## src/design/hsc_pkg.sv

```systemverilog
// hsc_pkg: types, constants and merge tables for the three-set hangul composer
// no dependencies; used by hangul_three_set_syllable_composer_unit
package hsc_pkg;

    // composition phase, one-hot
    typedef enum logic [6:0] {
        PH_START = 7'b0000001,
        PH_INIT  = 7'b0000010,
        PH_DINIT = 7'b0000100,
        PH_MED   = 7'b0001000,
        PH_CMED  = 7'b0010000,
        PH_FIN   = 7'b0100000,
        PH_CFIN  = 7'b1000000
    } t_phase;

    // jamo kind from key bits 6:5
    typedef enum logic [1:0] {
        KIND_INIT = 2'd0,
        KIND_MED  = 2'd1,
        KIND_FIN  = 2'd2,
        KIND_NONE = 2'd3
    } t_kind;

    // phase numbers as seen on the result port
    localparam logic [2:0] PC_START = 3'd0;
    localparam logic [2:0] PC_INIT  = 3'd1;
    localparam logic [2:0] PC_DINIT = 3'd2;
    localparam logic [2:0] PC_MED   = 3'd3;
    localparam logic [2:0] PC_CMED  = 3'd4;
    localparam logic [2:0] PC_FIN   = 3'd5;
    localparam logic [2:0] PC_CFIN  = 3'd6;

    localparam logic [15:0] FILL_CODE = 16'h8441;
    localparam logic [7:0]  NO_MERGE  = 8'h00;

    function automatic logic [2:0] f_phase_code(input t_phase ph);
        logic [2:0] pc;
        unique case (ph)
            PH_START: pc = PC_START;
            PH_INIT:  pc = PC_INIT;
            PH_DINIT: pc = PC_DINIT;
            PH_MED:   pc = PC_MED;
            PH_CMED:  pc = PC_CMED;
            PH_FIN:   pc = PC_FIN;
            PH_CFIN:  pc = PC_CFIN;
            default:  pc = PC_START;
        endcase
        return pc;
    endfunction

    // phase entered when a syllable opens with a key of this kind
    function automatic t_phase f_first_phase(input t_kind kind);
        t_phase ph;
        unique case (kind)
            KIND_INIT: ph = PH_INIT;
            KIND_MED:  ph = PH_MED;
            default:   ph = PH_FIN;
        endcase
        return ph;
    endfunction

    // doubled initials
    function automatic logic [7:0] f_init_merge(input logic [7:0] prev, input logic [7:0] key);
        logic [7:0] m;
        unique case ({prev, key})
            16'h8282: m = 8'h83;
            16'h8585: m = 8'h86;
            16'h8989: m = 8'h8a;
            16'h8b8b: m = 8'h8c;
            16'h8e8e: m = 8'h8f;
            default:  m = NO_MERGE;
        endcase
        return m;
    endfunction

    // compound medials
    function automatic logic [7:0] f_med_merge(input logic [7:0] prev, input logic [7:0] key);
        logic [7:0] m;
        unique case ({prev, key})
            16'hada3: m = 8'hae;
            16'hada4: m = 8'haf;
            16'hadbd: m = 8'hb2;
            16'hb4a7: m = 8'hb5;
            16'hb4aa: m = 8'hb6;
            16'hb4bd: m = 8'hb7;
            16'hbbbd: m = 8'hbc;
            default:  m = NO_MERGE;
        endcase
        return m;
    endfunction

    // compound finals
    function automatic logic [7:0] f_fin_merge(input logic [7:0] prev, input logic [7:0] key);
        logic [7:0] m;
        unique case ({prev, key})
            16'hc2c2: m = 8'hc3;
            16'hc2d5: m = 8'hc4;
            16'hc5d8: m = 8'hc6;
            16'hc5dd: m = 8'hc7;
            16'hc9c2: m = 8'hca;
            16'hc9d1: m = 8'hcb;
            16'hc9d3: m = 8'hcc;
            16'hc9d5: m = 8'hcd;
            16'hc9db: m = 8'hce;
            16'hc9dc: m = 8'hcf;
            16'hc9dd: m = 8'hd0;
            16'hd3d5: m = 8'hd4;
            16'hd5d5: m = 8'hd6;
            default:  m = NO_MERGE;
        endcase
        return m;
    endfunction

endpackage

```

## src/design/hangul_three_set_syllable_composer_unit.sv

```systemverilog
// three-set hangul syllable composer: jamo keys in, johab syllable codes out
// depends on hsc_pkg (phase type, merge tables, fill code)
// path from key accepted to result valid: input register, then result register
// throughput: one key per cycle while the result side does not stall the input register
// reset (synchronous, active low): phase start, code 0x8441, previous key 0, both stages empty
// results wait in the result register; the input register keeps taking keys until it is full
module hangul_three_set_syllable_composer_unit (
    input  logic        i_clk,
    input  logic        i_rst_n,
    // key channel
    input  logic        i_in_valid,
    output logic        o_in_stall,
    input  logic [7:0]  i_key_code,
    // result channel
    output logic        o_out_valid,
    input  logic        i_out_stall,
    output logic        o_syllable_done,
    output logic [15:0] o_finished_code,
    output logic [15:0] o_current_code,
    output logic [2:0]  o_current_phase
);

    // input register
    logic       r_in_valid;
    logic [7:0] r_in_key;

    // composition state
    hsc_pkg::t_phase r_phase, n_phase;
    logic [15:0]     r_code,  n_code;
    logic [7:0]      r_prev_key;

    // result register
    logic        r_out_valid;
    logic        r_done,     n_done;
    logic [15:0] r_finished, n_finished;
    logic [15:0] r_cur_code;
    logic [2:0]  r_cur_phase;

    // handshake: result register loads when empty or being taken
    logic out_load;
    logic advance;

    assign out_load   = !r_out_valid || !i_out_stall;
    assign advance    = r_in_valid && out_load;
    assign o_in_stall = r_in_valid && !out_load;

    // composition step for the key in the input register
    hsc_pkg::t_kind kind;
    logic [7:0]     m_init, m_med, m_fin;
    logic [7:0]     val;
    logic [15:0]    base;
    logic           close;

    assign kind   = hsc_pkg::t_kind'(r_in_key[6:5]);
    assign m_init = hsc_pkg::f_init_merge(r_prev_key, r_in_key);
    assign m_med  = hsc_pkg::f_med_merge(r_prev_key, r_in_key);
    assign m_fin  = hsc_pkg::f_fin_merge(r_prev_key, r_in_key);

    always_comb begin
        n_phase    = r_phase;
        n_code     = r_code;
        n_done     = 1'b0;
        n_finished = 16'h0000;
        val        = r_in_key;
        close      = 1'b0;
        base       = (r_phase == hsc_pkg::PH_START) ? hsc_pkg::FILL_CODE : r_code;

        if (kind != hsc_pkg::KIND_NONE) begin
            unique case (r_phase)
                hsc_pkg::PH_INIT: begin
                    if (kind == hsc_pkg::KIND_INIT) begin
                        if (m_init != hsc_pkg::NO_MERGE) begin
                            val     = m_init;
                            n_phase = hsc_pkg::PH_DINIT;
                        end else begin
                            close = 1'b1;
                        end
                    end else begin
                        n_phase = hsc_pkg::f_first_phase(kind);
                    end
                end
                hsc_pkg::PH_DINIT: begin
                    if (kind == hsc_pkg::KIND_INIT) begin
                        close = 1'b1;
                    end else begin
                        n_phase = hsc_pkg::f_first_phase(kind);
                    end
                end
                hsc_pkg::PH_MED: begin
                    if (kind == hsc_pkg::KIND_INIT) begin
                        close = 1'b1;
                    end else if (kind == hsc_pkg::KIND_MED) begin
                        if (m_med != hsc_pkg::NO_MERGE) begin
                            val     = m_med;
                            n_phase = hsc_pkg::PH_CMED;
                        end else begin
                            close = 1'b1;
                        end
                    end else begin
                        n_phase = hsc_pkg::PH_FIN;
                    end
                end
                hsc_pkg::PH_CMED: begin
                    if (kind == hsc_pkg::KIND_FIN) begin
                        n_phase = hsc_pkg::PH_FIN;
                    end else begin
                        close = 1'b1;
                    end
                end
                hsc_pkg::PH_FIN: begin
                    if (kind == hsc_pkg::KIND_FIN && m_fin != hsc_pkg::NO_MERGE) begin
                        val     = m_fin;
                        n_phase = hsc_pkg::PH_CFIN;
                    end else begin
                        close = 1'b1;
                    end
                end
                hsc_pkg::PH_CFIN: begin
                    close = 1'b1;
                end
                default: begin
                    // start phase, and any code that cannot arise
                    n_phase = hsc_pkg::f_first_phase(kind);
                end
            endcase

            // key does not fit: hand out the syllable and open a new one with it
            if (close) begin
                n_done     = 1'b1;
                n_finished = base;
                base       = hsc_pkg::FILL_CODE;
                val        = r_in_key;
                n_phase    = hsc_pkg::f_first_phase(kind);
            end

            // drop the jamo into its field of the johab code
            unique case (kind)
                hsc_pkg::KIND_INIT: n_code = {base[15], val[4:0], base[9:0]};
                hsc_pkg::KIND_MED:  n_code = {base[15:10], val[4:0], base[4:0]};
                default:            n_code = {base[15:5], val[4:0]};
            endcase
        end
    end

    // input register
    always_ff @(posedge i_clk) begin
        if (!i_rst_n) begin
            r_in_valid <= 1'b0;
        end else if (!o_in_stall) begin
            r_in_valid <= i_in_valid;
        end
    end

    always_ff @(posedge i_clk) begin
        if (!o_in_stall) begin
            r_in_key <= i_key_code;
        end
    end

    // composition state, updated once per accepted jamo key; keys of kind none leave it unchanged
    always_ff @(posedge i_clk) begin
        if (!i_rst_n) begin
            r_phase    <= hsc_pkg::PH_START;
            r_code     <= hsc_pkg::FILL_CODE;
            r_prev_key <= 8'h00;
        end else if (advance && kind != hsc_pkg::KIND_NONE) begin
            r_phase    <= n_phase;
            r_code     <= n_code;
            r_prev_key <= r_in_key;
        end
    end

    // result register
    always_ff @(posedge i_clk) begin
        if (!i_rst_n) begin
            r_out_valid <= 1'b0;
        end else if (out_load) begin
            r_out_valid <= r_in_valid;
        end
    end

    always_ff @(posedge i_clk) begin
        if (advance) begin
            r_done      <= n_done;
            r_finished  <= n_finished;
            r_cur_code  <= n_code;
            r_cur_phase <= hsc_pkg::f_phase_code(n_phase);
        end
    end

    assign o_out_valid     = r_out_valid;
    assign o_syllable_done = r_done;
    assign o_finished_code = r_finished;
    assign o_current_code  = r_cur_code;
    assign o_current_phase = r_cur_phase;

    // a held key in the input register stays put until the result side frees up
    a_in_hold: assert property (@(posedge i_clk) disable iff (!i_rst_n)
        r_in_valid && !out_load |=> r_in_valid && $stable(r_in_key))
        else $error("input register lost a stalled key");

    // a closed syllable always carries the johab marker bit
    a_done_code: assert property (@(posedge i_clk) disable iff (!i_rst_n)
        r_out_valid && r_done |-> r_finished[15])
        else $error("finished code without johab marker bit");

    // no finished code unless a syllable closed
    a_no_finish: assert property (@(posedge i_clk) disable iff (!i_rst_n)
        r_out_valid && !r_done |-> r_finished == 16'h0000)
        else $error("finished code set without close");

    // a new syllable only ever opens in a single-jamo phase
    a_done_phase: assert property (@(posedge i_clk) disable iff (!i_rst_n)
        r_out_valid && r_done |->
            (r_cur_phase == hsc_pkg::PC_INIT || r_cur_phase == hsc_pkg::PC_MED ||
             r_cur_phase == hsc_pkg::PC_FIN))
        else $error("syllable closed into a compound phase");

    // state register holds a single phase, and its code keeps the johab marker bit
    a_phase_onehot: assert property (@(posedge i_clk) disable iff (!i_rst_n)
        $onehot(r_phase) && r_code[15])
        else $error("composition state corrupt");

endmodule
```

## config.mk

```make
export PLATFORM = sky130hd
export DESIGN_NAME = hangul_three_set_syllable_composer_unit
export DESIGN_NICKNAME = d
export VERILOG_FILES = /design/src/design/hsc_pkg.sv /design/src/design/hangul_three_set_syllable_composer_unit.sv
export SDC_FILE = /design/constraint.sdc
export NUM_CORES = 1
export LEC_CHECK = 0
export ABC_AREA = 1
export BUFFER_PORTS_ARGS = -buffer_cell sky130_fd_sc_hd__buf_4
export CAP_MARGIN = 0
export CORE_ASPECT_RATIO = 0.6
export CORE_MARGIN = 4
export CORE_UTILIZATION = 60
export DETAILED_ROUTE_END_ITERATION = 10
export PLACE_DENSITY = 0.82
export SLEW_MARGIN = 5
export SYNTH_ARGS = -nofsm -noshare
export SYNTH_HDL_FRONTEND = slang
export SYNTH_SLANG_ARGS = --single-unit
```

## constraint.sdc

```tcl
create_clock -name i_clk -period 5.8 [get_ports i_clk]
set_input_delay 1.16 -clock i_clk [delete_from_list [all_inputs] [get_ports i_clk]]
set_output_delay 1.16 -clock i_clk [all_outputs]
set_load 0.005 [all_outputs]
```

==> results.txt, run 1 <==
Status: completed
Final Slew Violations: 0
Post-CTS setup buffers: 0
Hold depth: 2
Pleak: 2.41 nW
Post-CTS resize count: 0
Yosys top cell by area: edfxtp_1
Min Tclk post-route: 3.50 ns
Starting Density: 61.5%
Die height: 77.5 µm
Vias in the first global route: 4,599
Post-CTS Hold Buffers: 0
Post-DRT Antenna Nets: 0
Core area: 7850 µm²
Clk_lat worst skew: 0.34 ns
Row count: 25
WHS Endpoint: o_out_valid$_SDFFE_PN0N_
Arrival time at the worst endpoint: 3.65 ns
Hold Path Class: reg -> reg
CTS Sinks: 77
Placed Instances: 814
Syn avg cell area: 7.14 µm²
Final worst-path cycle share: 60.4%
Power Total: 1.38 mW
Power Density: 250 nW/µm²
Vias: 5,030
Port bufs: 49
Final core utilization: 70.1%
WP data required: 5.95 ns
Setup TNS: 0 ns
Antenna Diode Count: 0
Worst-Margin Slew: 0.822 ns
GR Util met2: 42.6%
Yosys top cell area share: 27.4%
Largest net degree at the start of global routing: 39
Gr usage total: 32.6%
Top cells by area, synth: edfxtp_1, dfxtp_1, nand2_1
First drt pass iteration count: 6
Setup Viol. Count Final: 0
Total Wirelength: 15.0 mm
CP Class: reg -> reg
Synth-to-Final Area Change: 14.0%
CP Max Fanout: 21
CTS max path bufs: 2
Synth Instances: 676
Final HPWL DP: 11.1 mm
Placed cell area: 5240 µm²
Worst Setup Start Kind: flip-flop
Htree depth: 3
Max Cap Viol: 0
Die Span X: 124 µm
Hold slack: 0.499 ns
Non-filler instance count after layout: 830
Fmax: 285 MHz
R2R setup slack: 2.30 ns
Boundary Pins: 50
VDD IR max: 0.210 mV
Warnings from Yosys: 0
Initial antenna violation count: 0
Mapped Nets: 688
Clk root buf: clkbuf_16
CP Capture Type: flip-flop
Layout Skew: 0.00626 ns
#FFs+latches synth: 77
Setup slack after layout: 2.30 ns
Met3 GRT Util: 11.5%
Synthesized area: 4830 µm²
DIE AREA: 9600 µm²
Yosys cell types: 39
Vias per inst: 6.06
Worst-case reg-to-reg path depth: 12
Clock slew at reported path FFs: 0.06 ns
CTS tree: yes
Gpl congestion: 1.02
Final instance area: 5500 µm²
Launch point of the worst reg-to-reg path: r_in_key[6]$_DFFE_PN_
DR iter-0 viols: 840
GRT Residual Overflow: 0
Hold_sp: r_in_valid$_SDFFE_PN0N_
Drt wl/cell: 18.1 µm
Nets: 729
GR peak layer: met1
Total CTS buffers: 9
# fillers: 629
Pre-CTS WS: 2.49 ns
First-pass GRT wire length: 24.0 mm
# DRC: 0
Met1 GRT Util: 50.3%
RSZ-0062 raised after global routing: false
Layout cell share with drive strength beyond 1: 15.8%
Fin. Hold Viols: 0
Sequential fraction of the synthesis area: 41.0%
R2R Path End: o_current_code[13]$_DFFE_PP_
Max_slew headroom: 44.7%
-- critical path: stages, from the launching register on --
cell	delay (ns)
edfxtp_1	0.59
nor2_2	0.50
nand2_1	0.18
nor2_4	0.16
nand3_2	0.11
nor2b_1	0.15
nand2_1	0.06
nand2_1	0.07
nor2_4	0.14
nand3_4	0.23
nand2_1	0.62
nand2_1	0.21
a22oi_1	0.28
-- synth_stat cells, drive strengths merged --
| master | number |
|---|---|
| a21oi | 32 |
| a22oi | 5 |
| a31oi | 1 |
| and2 | 1 |
| buf | 8 |
| clkbuf | 13 |
| clkinv | 3 |
| dfxtp | 33 |
| edfxtp | 44 |
| inv | 94 |
| nand2 | 177 |
| nand3 | 68 |
| nand4 | 19 |
| nor2 | 91 |
| nor2b | 1 |
| nor3 | 13 |
| nor4 | 5 |
| o211ai | 11 |
| o21a | 6 |
| o21ai | 43 |
| o21bai | 1 |
| o22ai | 5 |
| o31ai | 1 |
| or2 | 1 |
-- worst max path at each step --
stage                                      from  slack, ns                           end  cells past startpoint
after global routing      r_in_key[6]$_DFFE_PN_       2.09  o_current_code[13]$_DFFE_PP_                     12
after floorplan                     i_out_stall       3.25                    o_in_stall                      2
final                     r_in_key[6]$_DFFE_PN_       2.30  o_current_code[13]$_DFFE_PP_                     12
after CTS                 r_in_key[6]$_DFFE_PN_       2.38  o_current_code[13]$_DFFE_PP_                     12
after global placement    r_in_key[6]$_DFFE_PN_       2.65  o_current_code[13]$_DFFE_PP_                     12
after detailed placement  r_in_key[6]$_DFFE_PN_       2.49  o_current_code[13]$_DFFE_PP_                     12
-- metal layers --
metal | part of all wire [%] | up-vias
met5 | 0 | -
met1 | 44 | 2310
met3 | 15 | 34
met2 | 39 | 360
met4 | 1.6 | 0
li1 | - | 2326
-- cell type report --
type	instances	area, µm²	share of cell area (%)
Inverter	97	370	6.73
Timing Repair Buffer	51	383	6.96
Sequential cell	77	1980	36.0
Clock buffer	9	225	4.09
Tap cell	108	135	2.46
Multi-Input combinational cell	481	2370	43.0
Clock inverter	7	41.3	0.750
-- registers in the layout (all words and copies together) (netlist names) --
signal,count
r_in_key,8
o_current_code,16
o_syllable_done,1
r_phase,7
r_code,16
o_current_phase,3
r_prev_key,8
o_out_valid,1
o_finished_code,16
r_in_valid,1
-- layout by cell type (no fill, tap or decap), types with 12 or more instances in the layout --
cell type    n
a21oi_1     32
buf_4       51
dfxtp_1     33
edfxtp_1    44
inv_1       88
nand2_1    167
nand3_1     63
nand4_1     19
nor2_1      68
nor2_2      16
nor3_1      12
o21ai_0     32
-- cell families (layout without fill, tap and decap cells) --
group,count (synthesis),after routing,share of synthesized area [%]
AOI/OAI and AO/OA,105,105,12.4
DFF,77,77,41.0
and+or+nand+nor,376,376,36.6
buffers and inverters,118,164,10.0
-- where the power goes --
group / internal, mW / switching [mW]
Clock: 0.286 / 0.225
Sequential: 0.613 / 0.0301
Combinational: 0.0694 / 0.152
Total: 0.969 / 0.407
No activity file was read; power rests on OpenSTA's default activity.
==> run 2, diff against run 1 <==
Settings changed: ABC_AREA 1 to 0, CORE_UTILIZATION 60 to 59, PLACE_DENSITY 0.82 to 0.81.
Clock period 5.8 ns to 3.3 ns, I/O delays scaled along.
==> run 2 against run 1 <==
  * Via count is 6.4% lower
  * Clock-buffer cell count is 1 higher
  * Clock skew is 0.0072 ns higher
  * Clock power is 98% higher
  * Utilization is 11 points higher
==> results.txt, run 2 <==
Commonest non-fill, non-tap cell in the layout: buf_4
Yosys cell types: 70 (+79%)
Htree depth: 3 (unchanged)
Boundary Pins: 50 (unchanged)
Core area: 6940 µm² (-12%)
#FFs+latches synth: 77 (unchanged)
Sequential fraction of the synthesis area: 45.4% (+4.4 points)
Setup TNS: 0 ns (unchanged)
CP Capture Type: flip-flop
Final core utilization: 80.6% (+11 points)
Vias: 4,708 (-6.4%)
Port bufs: 49 (unchanged)
Worst-case reg-to-reg path depth: 9 (-3)
Arrival time at the worst endpoint: 3.36 ns (-0.29 ns)
R2R Path End: o_current_code[8]$_DFFE_PP_
WP data required: 3.39 ns (-2.56 ns)
Largest net degree at the start of global routing: 38 (-2.6%)
Yosys top cell area share: 30.3% (+2.9 points)
RSZ-0062 raised after global routing: true
Die Span X: 119 µm (-3.8%)
Syn avg cell area: 9.27 µm² (+30%)
CTS Sinks: 77 (unchanged)
Yosys top cell by area: edfxtp_1
Nets: 575 (-21%)
Row count: 23 (-8.0%)
Clk_lat worst skew: 0.35 ns (about the same)
Final worst-path cycle share: 99.0% (+39 points)
DIE AREA: 8890 µm² (-7.4%)
Starting Density: 63.0% (+1.4 points)
Layout Skew: 0.0134 ns (+0.00717 ns)
Total Wirelength: 15.6 mm (+4.0%)
CP Launch Point: r_in_key[3]$_DFFE_PN_
Fmax: 306 MHz (+7.3%)
Antenna Diode Count: 0 (unchanged)
Clock slew at reported path FFs: 0.06 ns (about the same)
Drt wl/cell: 23.4 µm (+29%)
Total CTS buffers: 9 (unchanged)
Die height: 74.6 µm (-3.7%)
GRT Residual Overflow: 0 (unchanged)
R2R setup slack: 0.03 ns (-2.26 ns)
Initial antenna violation count: 0 (unchanged)
EDFF count, synth: 44 (unchanged)
VDD IR max: 0.620 mV (+200%)
Most frequent cells in the layout: buf_4, nand2_1, edfxtp_1, nor2_1, dfxtp_1
Synth-to-Final Area Change: 28.1%
Mapped Nets: 483 (-30%)
Placed Instances: 650 (-20%)
Setup crit end: o_current_code[8]$_DFFE_PP_
Setup Viol. Count Final: 0 (unchanged)
Gpl congestion: 1.10 (+7.6%)
Vias in the first global route: 4,200 (-8.7%)
CTS max path bufs: 2 (unchanged)
Clk root buf: clkbuf_16
Min Tclk post-route: 3.27 ns (-0.237 ns)
Post-synth top cells: nand2_1, edfxtp_1, nor2_1
Synthesized area: 4370 µm² (-9.6%)
First drt pass iteration count: 5 (-1)
Max_slew headroom: 54.5% (+9.8 points)
Status: completed
Hold Path Class: reg -> reg
Top cells by area, synth: edfxtp_1, dfxtp_1, nand2_1
Final Slew Violations: 0 (unchanged)
CTS tree: yes
Power Density: 436 nW/µm² (+75%)
Launch point of the worst reg-to-reg path: r_in_key[3]$_DFFE_PN_
Gr usage total: 35.1% (+2.5 points)
Synth Instances: 471 (-30%)
Layout cell share with drive strength beyond 1: 25.9% (+10 points)
Most common cell in the netlist: nand2_1
# DRC: 0 (unchanged)
Non-filler instance count after layout: 668 (-20%)
CP Class: reg -> reg
DR iter-0 viols: 983 (+17%)
Fin. Hold Viols: 0 (unchanged)
Worst Setup Start Kind: flip-flop
CP Max Fanout: 15 (-29%)
First-pass GRT wire length: 23.5 mm (-2.0%)
Pleak: 2.14 nW (-11%)
Vias per inst: 7.05 (+16%)
Post-DRT Antenna Nets: 0 (unchanged)
Hold_sp: r_code[12]$_SDFFE_PN0P_
Main synth FF type: edfxtp_1
Fraction of registers with async set/reset: 0% (unchanged)
Warnings from Yosys: 0 (unchanged)
Max Cap Viol: 0 (unchanged)
Final HPWL DP: 10.6 mm (-4.0%)
Worst-Margin Slew: 0.681 ns (-0.141 ns)
## run 2: cell types whose count changed in the layout (fill, tap and decap cells not counted), moves of 10 or more
cell | previous run | this run
nand2_1 | 167 | 45
inv_1 | 88 | 12
buf_4 | 51 | 108
nand3_1 | 63 | 12
nor2_1 | 68 | 37
nand4_1 | 19 | 3
nor2_2 | 16 | 0
o21ai_0 | 32 | 16
and2_1 | 1 | 16
nand2b_1 | 0 | 10
## run 2: report_power, final
part	switching [mW]	total [mW]	leakage [nW]	internal (mW)
logic	0.198	0.335	1.30	0.137
registers	0.0389	1.09	0.699	1.05
clock network	0.420	1.01	0.137	0.594
## run 2: cell type report
type | instances | area [µm²]
clock buffer | 10 | 229
fill | 399 | 1340
tap | 100 | 125
inverter | 14 | 52.6
clock inverter | 6 | 72.6
multi-input combinational | 349 | 2250
sequential | 77 | 1980
timing repair buffer | 112 | 876
## run 2: logic make-up after synthesis
kind of cell,Yosys count,synth area share (%)
xor gates and xnor gates,5,1.00
adders and majority gates,1,0.229
DFF,77,45.4
buffers and inverters,45,4.27
and+or+nand+nor,205,26.5
AOI/OAI and AO/OA,138,22.6
## run 2: layer usage
layer | track usage [%] | up-vias | routed length, µm
met5 | 0 | - | 0
met1 | 49.9 | 2190 | 6280
met4 | 14.0 | 0 | 497
met2 | 47.5 | 463 | 6200
li1 | - | 1983 | -
met3 | 14.4 | 72 | 2650
## run 2: through the flow
stage	setup WS, ns	hold WS, ns	area, µm²	total power [mW]
after floorplan	0.178	0.440	4370	1.26
after global placement	0.0478	0.464	5220	1.40
after detailed placement	0.0723	0.474	5220	1.41
after CTS	0.00905	0.486	5520	2.41
after global routing	-0.0750	0.481	5590	2.50
final	0.0344	0.492	5590	2.44
## run 2: worst min-delay path by stage
| stage | cells after the start | endpoint |
|---|---|---|
| final | 1 | r_code[12]$_SDFFE_PN0P_ |
| after global routing | 1 | r_in_key[4]$_DFFE_PN_ |
| after CTS | 1 | r_in_key[4]$_DFFE_PN_ |
| after detailed placement | 1 | r_code[12]$_SDFFE_PN0P_ |
| after global placement | 1 | r_code[15]$_SDFFE_PN1P_ |
| after floorplan | 1 | r_code[15]$_SDFFE_PN1P_ |
## run 2: worst max-delay path, stage by stage, from the launching register on
cell and delay [ns]:
edfxtp_1 0.51, buf_12 0.20, nand4bb_1 0.23, nor4_1 0.45
nand3_1 0.17, nand3_1 0.16, o32ai_1 0.12, or2_4 0.27
a2111o_1 0.50, a221o_1 0.40
## run 2: repair_timing
| item | 4_1_cts | 5_1_grt |
|---|---|---|
| hold buffers | 0 | 0 |
| resized for setup | 0 | 13 |
| endpoints found under the setup margin | 0 | 32 |
| buffers inserted | 0 | 2 |
==> run 3, diff against run 2 <==
Settings changed: CTS_BUF_LIST set to sky130_fd_sc_hd__clkbuf_16.
==> run 3 against run 2 <==
  * Power is 0.34% lower
  * Non-clock buffer count is the same
  * Sequential share of layout area unchanged
  * First-iteration DRC count fell by 0.20%
  * Final area stayed put
  * Final cell count stayed put
  * Combinational power barely moved
  * Clock-buffer cell count fell by 1
  * Via count fell by 0.62%
  * Critical path depth is the same
  * Flip-flop and latch count did not move
  * Critical endpoint unchanged
  * Largest cell class unchanged
==> results.txt, run 3 (synthesized netlist as in run 2, its figures left out) <==
Status: completed
CP most frequent cell: nand3_1
CP Max Fanout: 15 (unchanged)
CP max-delay cell: edfxtp_1
Buf/Inv on CP: 1 (unchanged)
CP Capture Type: flip-flop
Arrival time at the worst endpoint: 3.36 ns (about the same)
Clk root buf: clkbuf_16
Starting Density: 63.0% (unchanged)
Boundary Pins: 50 (unchanged)
Initial antenna violation count: 0 (unchanged)
Critical-path cell list: buf_12 > nand4bb_1 > nor4_1 > nand3_1 > nand3_1 > o32ai_1 > or2_4 > a2111o_1 > a221o_1
CTS max path bufs: 2 (unchanged)
Row count: 23 (unchanged)
Most frequent cells in the layout: buf_4, nand2_1, edfxtp_1, nor2_1, dfxtp_1
DIE AREA: 8890 µm² (unchanged)
Min Tclk post-route: 3.27 ns (+0.00124 ns)
Total Wirelength: 15.6 mm (about the same)
Synth-to-Final Area Change: 28.1% (unchanged)
Total CTS buffers: 9 (unchanged)
Largest net degree at the start of global routing: 38 (unchanged)
CTS Sinks: 77 (unchanged)
Post-DRT Antenna Nets: 0 (unchanged)
WP data required: 3.39 ns (about the same)
Nets: 575 (unchanged)
Post-CTS Hold Buffers: 0 (unchanged)
Hold Path Class: reg -> reg
Worst Setup Start Kind: flip-flop
First drt pass iteration count: 5 (unchanged)
Final HPWL DP: 10.6 mm (unchanged)
Gpl congestion: 1.10 (unchanged)
Final worst-path cycle share: 99.0% (about the same)
Non-filler instance count after layout: 668 (unchanged)
Vias in the first global route: 4,200 (unchanged)
Fin. Hold Viols: 0 (unchanged)
CP delay by family, top: simple AND/OR/NAND/NOR gates
Max_slew headroom: 53.1% (-1.4 points)
# DRC: 0 (unchanged)
Max Cap Viol: 0 (unchanged)
Clock slew at reported path FFs: 0.07 ns (about the same)
Setup Viol. Count Final: 0 (unchanged)
Clk_lat worst skew: 0.35 ns (about the same)
Die Span X: 119 µm (unchanged)
Final core utilization: 80.6% (unchanged)
CTS tree: yes
Fmax: 306 MHz (about the same)
Max incr delay on CP: 0.51 ns (about the same)
GRT Residual Overflow: 0 (unchanged)
Die height: 74.6 µm (unchanged)
Layout cell share with drive strength beyond 1: 25.9% (unchanged)
Commonest non-fill, non-tap cell in the layout: buf_4
Pleak: 2.14 nW (+0.19%)
Drt wl/cell: 23.4 µm (about the same)
Placed Instances: 650 (unchanged)
CP Class: reg -> reg
Final Slew Violations: 0 (unchanged)
Layout Skew: 0.0125 ns (-0.000940 ns)
RSZ-0062 raised after global routing: true
First-pass GRT wire length: 23.5 mm (unchanged)
Worst-Margin Slew: 0.696 ns (+0.0146 ns)
Vias per inst: 7.00 (-0.62%)
VDD IR max: 0.620 mV (about the same)
Power Density: 435 nW/µm² (-0.34%)
Core area: 6940 µm² (unchanged)
DR iter-0 viols: 981 (-0.20%)
Gr usage total: 35.1% (unchanged)
Setup TNS: 0 ns (unchanged)
Vias: 4,679 (-0.62%)
Htree depth: 3 (unchanged)
Power Total: 2.43 mW (-0.34%)
Port bufs: 49 (unchanged)
Antenna Diode Count: 0 (unchanged)
## run 3: repair_timing
item,CTS,global route
setup endpoints to repair,0,32
buffers inserted,0,2
resized for setup,0,13
## run 3: through the flow
stage | worst slack [ns] | area [µm²] | hold slack [ns]
3_3_place_gp | 0.0478 | 5220 | 0.464
3_5_place_dp | 0.0723 | 5220 | 0.474
4_1_cts | 0.00905 | 5520 | 0.486
5_1_grt | -0.0750 | 5590 | 0.481
6_report | 0.0331 | 5590 | 0.492
2_1_floorplan | 0.178 | 4370 | 0.440
## run 3: worst register-to-register path, stage by stage, from the launching register on
cell and delay, ns:
edfxtp_1 0.51, buf_12 0.20, nand4bb_1 0.24, nor4_1 0.45, nand3_1 0.17, nand3_1 0.16
o32ai_1 0.12, or2_4 0.27, a2111o_1 0.50, a221o_1 0.40
## run 3: worst paths after layout
| path | start | to | slack [ns] | cells after the start |
|---|---|---|---|---|
| setup / recovery | r_in_key[3]$_DFFE_PN_ | o_current_code[8]$_DFFE_PP_ | 0.03 | 9 |
| hold / removal | r_code[10]$_SDFFE_PN1P_ | r_code[10]$_SDFFE_PN1P_ | 0.49 | 2 |
| setup reg to reg | r_in_key[3]$_DFFE_PN_ | o_current_code[8]$_DFFE_PP_ | 0.03 | 9 |
| hold reg to reg | r_code[10]$_SDFFE_PN1P_ | r_code[10]$_SDFFE_PN1P_ | 0.49 | 2 |
## run 3: final cells by class
class                           instances  area, µm²
Clock inverter                          7       76.3
Fill cell                             399       1340
Tap cell                              100        125
Sequential cell                        77       1980
Inverter                               14       52.6
Timing Repair Buffer                  112        876
Clock buffer                            9        225
Multi-Input combinational cell        349       2250
## run 3: where the power goes
part	switching (mW)	total (mW)	leakage, nW	internal [mW]
Combinational	0.198	0.334	1.30	0.136
Sequential	0.0389	1.09	0.699	1.05
Clock	0.416	1.01	0.141	0.591
Total	0.653	2.43	2.14	1.78
## run 3: metal layers
layer | vias to the layer above | GRT usage (%) | routed length [µm]
met5 | - | 0 | 0
met2 | 461 | 47.5 | 6200
met4 | 0 | 14.0 | 488
met1 | 2177 | 49.9 | 6260
li1 | 1981 | - | -
met3 | 60 | 14.4 | 2660
